--- src/rtl/core/skset_pkg.sv ---
// Package for the sorted key set: sizes, cell operation codes, the link and
// control structs shared by the cell chain, and the controller state type.
// No dependencies.
`default_nettype none
package skset_pkg;

	localparam int CAPACITY = 32;
	localparam int KEY_W    = 16;
	localparam int CNT_W    = $clog2(CAPACITY + 1);
	localparam int OUT_W    = 6;

	typedef enum logic [1:0] {
		CELL_HOLD,
		CELL_INSERT,
		CELL_REMOVE
	} cell_op_t;

	// broadcast from the controller to every cell
	typedef struct packed {
		cell_op_t           op;
		logic [KEY_W-1:0]   key;
	} cell_ctrl_t;

	// what a cell shows its neighbors
	typedef struct packed {
		logic [KEY_W-1:0]   entry;
		logic               valid;
		logic               ge;
	} cell_link_t;

	// where the cell sits relative to the fill level
	typedef struct packed {
		logic               valid;
		logic               tail;
	} cell_pos_t;

	typedef enum logic {
		ST_IDLE,
		ST_ERASE
	} ctrl_state_t;

endpackage
`default_nettype wire

--- src/rtl/core/skset_cell.sv ---
// One slot of the sorted list: holds an entry, compares it against the key
// and shifts up (insert) or down (remove) from its neighbors. Uses skset_pkg.
`default_nettype none
module skset_cell (
	input  wire logic                  clk,
	input  wire logic                  arst_n,
	input  wire skset_pkg::cell_ctrl_t ctrl,
	input  wire skset_pkg::cell_pos_t  pos,
	input  wire skset_pkg::cell_link_t lo,
	input  wire skset_pkg::cell_link_t hi,
	output skset_pkg::cell_link_t      link,
	output logic                       match
);

	logic [skset_pkg::KEY_W-1:0] entry_q;
	logic                        ge;

	assign ge    = pos.valid && (entry_q >= ctrl.key);
	assign match = pos.valid && (entry_q == ctrl.key);

	assign link.entry = entry_q;
	assign link.valid = pos.valid;
	assign link.ge    = ge;

	always_ff @(posedge clk or negedge arst_n) begin
		if (!arst_n) begin
			entry_q <= '0;
		end else begin
			case (ctrl.op)
				skset_pkg::CELL_INSERT: begin
					// everything at or past the insertion point moves up one
					if (ge || pos.tail) begin
						entry_q <= lo.ge ? lo.entry : ctrl.key;
					end
				end
				skset_pkg::CELL_REMOVE: begin
					// first match sits at the lowest ge slot; close the gap
					if (ge) begin
						entry_q <= hi.valid ? hi.entry : '0;
					end
				end
				default: begin
				end
			endcase
		end
	end

endmodule
`default_nettype wire

--- src/rtl/core/skset_ctrl.sv ---
// Sequencer for the sorted key set: accepts commands, keeps the fill count,
// steps an erase one removal per cycle and registers the result beat.
// Uses skset_pkg.
`default_nettype none
module skset_ctrl (
	input  wire logic                          clk,
	input  wire logic                          arst_n,
	input  wire logic                          start,
	input  wire logic                          mode,
	input  wire logic [skset_pkg::KEY_W-1:0]   key,
	input  wire logic                          any_match,
	output logic                               busy,
	output skset_pkg::cell_ctrl_t              ctrl,
	output logic [skset_pkg::CNT_W-1:0]        count_q,
	output logic                               done_q,
	output logic                               dropped_q,
	output logic [skset_pkg::CNT_W-1:0]        removed_q
);

	skset_pkg::ctrl_state_t      state_q, state_d;
	logic [skset_pkg::KEY_W-1:0] key_q;
	logic                        accept;
	logic                        full;
	logic                        finish;

	assign accept = start && (state_q == skset_pkg::ST_IDLE);
	assign full   = (count_q >= skset_pkg::CNT_W'(skset_pkg::CAPACITY));

	always_comb begin
		state_d = state_q;
		case (state_q)
			skset_pkg::ST_IDLE: begin
				if (accept && mode) begin
					state_d = skset_pkg::ST_ERASE;
				end
			end
			skset_pkg::ST_ERASE: begin
				if (!any_match) begin
					state_d = skset_pkg::ST_IDLE;
				end
			end
			default: state_d = skset_pkg::ST_IDLE;
		endcase
	end

	always_comb begin
		busy     = 1'b0;
		ctrl.op  = skset_pkg::CELL_HOLD;
		ctrl.key = key;
		finish   = 1'b0;
		case (state_q)
			skset_pkg::ST_IDLE: begin
				if (accept && !mode && !full) begin
					ctrl.op = skset_pkg::CELL_INSERT;
				end
			end
			skset_pkg::ST_ERASE: begin
				busy     = 1'b1;
				ctrl.key = key_q;
				if (any_match) begin
					ctrl.op = skset_pkg::CELL_REMOVE;
				end else begin
					finish = 1'b1;
				end
			end
			default: begin
			end
		endcase
	end

	always_ff @(posedge clk or negedge arst_n) begin
		if (!arst_n) begin
			state_q   <= skset_pkg::ST_IDLE;
			count_q   <= '0;
			done_q    <= 1'b0;
			dropped_q <= 1'b0;
			removed_q <= '0;
		end else begin
			state_q <= state_d;
			done_q  <= (accept && !mode) || finish;
			case (ctrl.op)
				skset_pkg::CELL_INSERT: count_q <= count_q + 1'b1;
				skset_pkg::CELL_REMOVE: count_q <= count_q - 1'b1;
				default: begin
				end
			endcase
			if (accept) begin
				dropped_q <= !mode && full;
				removed_q <= '0;
			end else if (ctrl.op == skset_pkg::CELL_REMOVE) begin
				removed_q <= removed_q + 1'b1;
			end
		end
	end

	always_ff @(posedge clk) begin
		if (accept) begin
			key_q <= key;
		end
	end

endmodule
`default_nettype wire

--- src/rtl/core/sorted_key_set_insert_erase.sv ---
// Top level of the sorted key set: a chain of skset_cell slots under the
// skset_ctrl sequencer. Uses skset_pkg, skset_cell and skset_ctrl.
//
//   beat     ports                 qualifier            direction
//   command  mode, key             start && !busy       in
//   result   count, dropped,       done (one cycle)     out
//            removed
//
// Add: the key is shifted into the chain, result on done the next cycle; a new
// command can be taken every cycle.
// Erase: busy while the cell chain closes the matching slots (one matching
// slot closed per cycle), result on done in the first cycle that busy is low again.
// Reset clears every slot and the count; the result side cannot stall.
`default_nettype none
module sorted_key_set_insert_erase (
	input  wire logic                          clk,
	input  wire logic                          arst_n,
	input  wire logic                          start,
	output logic                               busy,
	input  wire logic                          mode,
	input  wire logic [skset_pkg::KEY_W-1:0]   key,
	output logic                               done,
	output logic [skset_pkg::OUT_W-1:0]        count,
	output logic                               dropped,
	output logic [skset_pkg::OUT_W-1:0]        removed
);

	skset_pkg::cell_ctrl_t                  ctrl;
	skset_pkg::cell_link_t                  links [skset_pkg::CAPACITY];
	logic [skset_pkg::CAPACITY-1:0]         hit_bits;
	logic [skset_pkg::CNT_W-1:0]            count_q;
	logic [skset_pkg::CNT_W-1:0]            removed_q;
	logic                                   done_q;
	logic                                   dropped_q;

	skset_ctrl u_ctrl (
		.clk       (clk),
		.arst_n    (arst_n),
		.start     (start),
		.mode      (mode),
		.key       (key),
		.any_match (|hit_bits),
		.busy      (busy),
		.ctrl      (ctrl),
		.count_q   (count_q),
		.done_q    (done_q),
		.dropped_q (dropped_q),
		.removed_q (removed_q)
	);

	for (genvar i = 0; i < skset_pkg::CAPACITY; i++) begin : g_cell
		skset_pkg::cell_pos_t  pos;
		skset_pkg::cell_link_t lo, hi;

		assign pos.valid = count_q > skset_pkg::CNT_W'(i);
		assign pos.tail  = count_q == skset_pkg::CNT_W'(i);

		if (i == 0) begin : g_lo_end
			assign lo = '0;
		end else begin : g_lo
			assign lo = links[i-1];
		end
		if (i == skset_pkg::CAPACITY - 1) begin : g_hi_end
			assign hi = '0;
		end else begin : g_hi
			assign hi = links[i+1];
		end

		skset_cell u_cell (
			.clk    (clk),
			.arst_n (arst_n),
			.ctrl   (ctrl),
			.pos    (pos),
			.lo     (lo),
			.hi     (hi),
			.link   (links[i]),
			.match  (hit_bits[i])
		);
	end

	assign done    = done_q;
	assign dropped = dropped_q;
	assign count   = skset_pkg::OUT_W'(count_q);
	assign removed = skset_pkg::OUT_W'(removed_q);

endmodule
`default_nettype wire
--- config.mk ---
export PLATFORM = sky130hd
export DESIGN_NAME = sorted_key_set_insert_erase
export DESIGN_NICKNAME = d
export VERILOG_FILES = /design/src/rtl/core/skset_pkg.sv /design/src/rtl/core/skset_cell.sv /design/src/rtl/core/skset_ctrl.sv /design/src/rtl/core/sorted_key_set_insert_erase.sv
export SDC_FILE = /design/constraint.sdc
export NUM_CORES = 2
export LEC_CHECK = 0
export BUFFER_PORTS_ARGS = -buffer_cell sky130_fd_sc_hd__buf_2
export CORE_MARGIN = 3
export CORE_UTILIZATION = 25
export CTS_BUF_LIST = sky130_fd_sc_hd__clkbuf_16
export CTS_CLUSTER_DIAMETER = 120
export CTS_CLUSTER_SIZE = 16
export DETAILED_ROUTE_END_ITERATION = 8
export PLACE_DENSITY = 0.39
export SYNTH_ARGS = -nofsm -noshare
export SYNTH_HDL_FRONTEND = slang
export SYNTH_HIERARCHICAL = 1
export SYNTH_SLANG_ARGS = --single-unit
--- constraint.sdc ---
create_clock -name clk -period 8.03 [get_ports clk]
set_clock_uncertainty 0.1 [all_clocks]
set_input_delay 1.606 -clock clk [delete_from_list [all_inputs] [get_ports clk]]
set_output_delay 1.606 -clock clk [all_outputs]
set_load 0.01 [all_outputs]
==> results.ini <==
[cells_and_area]
drive_above_1_share_pct = 18.6
multi_input_area_um2 = 33000
final_common_cell = a21oi_1
instances_no_fill = 8016
most-common-layout-cells = a21oi_1 (1225), inv_1 (561), dfrtp_1 (526)
register_area_um2 = 13700
syn_to_final_growth_pct = 9.11
nFillCells = 21300
final_nets = 5884
antenna_cells = 0

[power]
p_comb_share_pct = 40.7
swShare_pct = 42.4
switching_power_mw = 4.26
ir_drop_uv = 165
leakage_nw = 27.2
internal_power_mw = 5.79
clkPwrFrac_pct = 21.9
p_per_area_nw_per_um2 = 182
seqPwrFrac_pct = 37.4

[clock_network]
cts_setup_buffers = 0
cts_made_buffers = 41
cts_tree = done
cts_sinks = 543
cts.clk_slew.worst_paths_ns = 0.09
clkLatencyLatePin_ns = 0.66
cts_hold_buf = 0
cts.path.max_buffers = 3
root_buffer = clkbuf_16
cts.repair.resized = 0
h-tree-depth = 2

[setup_path]
slowest_delay_ns = 0.71
crit_start = u_ctrl/count_q[5]$_DFFE_PN0P_
crit_buf_inv = 5
crit_arrival_ns = 7.10
crit_chain = nor2_4, inv_2, or3_1, nand2b_1, and3_2, nor4_1, buf_4, nand4_1, or2_2, nand2_4, inv_4, buf_12, xor2_1, nand2_1, o21ai_0, o41ai_4, buf_4, mux2_2
crit_path_start_kind = flop
crit_family = simple AND/OR/NAND/NOR gates
critPathMaxFanout = 40
r2r-start = u_ctrl/count_q[5]$_DFFE_PN0P_
slowest_stage = nand2b_1
crit_required_ns = 8.47
critPathMostFrequentCell = buf_4
end_kind = flop
rrSetupSlack_ns = 1.38
crit_type = reg2reg

[die]
ios = 35
fp.dieArea_um2 = 208000
die_w_um = 456
die_y_um = 456
core_um2 = 200000
start_util_pct = 25.2
row_count = 164

[drt]
vias = 40200
wl_um = 183000
wl_per_cell_um = 22.9
drtAntennaViolNets = 0
drt_first_pass_iters = 5
drt_iter0_drc = 2484
vias_per_cell = 5.01
drc_errors = 0

[status]
status = finished, final reports clean

[synth]
syn_area_um2 = 50600
yosys_warnings = 6
syn_inst = 5408
postSynthAreaPerCell_um2 = 9.35

[sta]
slew_headroom_pct = 14.1
finalHoldViolCount = 0
rsz0062_at_grt = false
finalSetupViolations = 0
maxSlewViolCount = 0
tightest_slew_ns = 1.29
finalSetupTns_ns = 0
fin_crit_sh_pct = 82.8
clock.fmax_mhz = 150
period_minus_slack_ns = 6.65

[global_route]
grt_max_degree = 119
antenna_found_initial = 2
grt_overflow = 0
grt_pass1_vias = 40700
grt_pass1_wl_um = 276000
track_usage_pct = 17.1

[place]
gp_congestion = 0.830
dp_hpwl_um = 133000
placed_cells = 7959
portBuffers = 34

[worst_hold_path]
hp-class = reg2reg
hp-start = u_ctrl/dropped_q$_DFFE_PN0N_

[job]
cap_viol_max_count = 0

power by group through the flow:
stage | clock network, mW | logic [mW] | registers, mW
after floorplan | 0 | 3.00 | 3.47
after global placement | 0 | 4.04 | 3.82
after detailed placement | 0 | 4.07 | 3.82
after CTS | 2.31 | 4.09 | 3.76
after global routing | 2.39 | 4.50 | 3.82
final | 2.20 | 4.09 | 3.76
worst register-to-register path, cell delays in order, from the launching register on:
cell and delay [ns]:
dfrtp_2 0.49, nor2_4 0.30, inv_2 0.26, or3_1 0.65, nand2b_1 0.72, and3_2 0.45
nor4_1 0.70, buf_4 0.22, nand4_1 0.25, or2_2 0.43, nand2_4 0.12, inv_4 0.25
buf_12 0.27, xor2_1 0.19, nand2_1 0.08, o21ai_0 0.17, o41ai_4 0.17, buf_4 0.35
mux2_2 0.37
state kept, by name, indices dropped and copies added (netlist names):
name                   count
u_ctrl/done_q              1
u_ctrl/key_q              16
g_cell.u_cell/entry_q    512
u_ctrl/state_q             1
u_ctrl/removed_q           6
u_ctrl/count_q             6
u_ctrl/dropped_q           1
path summary, 6_finish.rpt:
| path | end | cells past startpoint |
|---|---|---|
| worst max-delay path | g_cell[29].u_cell/entry_q[3]$_DFFE_PN0P_ | 18 |
| worst min-delay path | u_ctrl/dropped_q$_DFFE_PN0N_ | 2 |
| worst max register to register | g_cell[29].u_cell/entry_q[3]$_DFFE_PN0P_ | 18 |
| worst min register to register | u_ctrl/dropped_q$_DFFE_PN0N_ | 2 |
| max in group asynchronous | g_cell[26].u_cell/entry_q[3]$_DFFE_PN0P_ | 2 |
| min in group asynchronous | g_cell[9].u_cell/entry_q[10]$_DFFE_PN0P_ | 1 |
routing by layer:
metal	up-vias	GRT usage, %	routed length (um)
li1	19400	-	-
met1	20000	23.7	88300
met2	578	28.5	85900
met3	171	1.21	4140
met4	0	4.52	5040
met5	-	0	0
per-stage QoR:
| stage | hold slack, ns | instance area [um^2] | utilization (%) | setup WS [ns] | power, mW |
|---|---|---|---|---|---|
| floorplan | 0.404 | 50700 | - | 1.77 | 6.47 |
| global placement | 0.365 | 54000 | 26.9 | 0.752 | 7.86 |
| detailed placement | 0.373 | 54000 | 26.9 | 0.710 | 7.90 |
| CTS | 0.392 | 55200 | 27.5 | 1.33 | 10.2 |
| global route | 0.404 | 55200 | 27.5 | 1.12 | 10.7 |
| finish | 0.393 | 55200 | 27.5 | 1.38 | 10.0 |
area by class of cell:
| class | count | share of cell area [%] |
|---|---|---|
| Multi-Input combinational cell | 3978 | 59.9 |
| Sequential cell | 543 | 24.8 |
| Tap cell | 2656 | 6.02 |
| Inverter | 557 | 3.79 |
| Timing Repair Buffer | 225 | 3.42 |
| Clock buffer | 43 | 1.95 |
| Clock inverter | 14 | 0.179 |
Power figures use the tool's default switching activity.
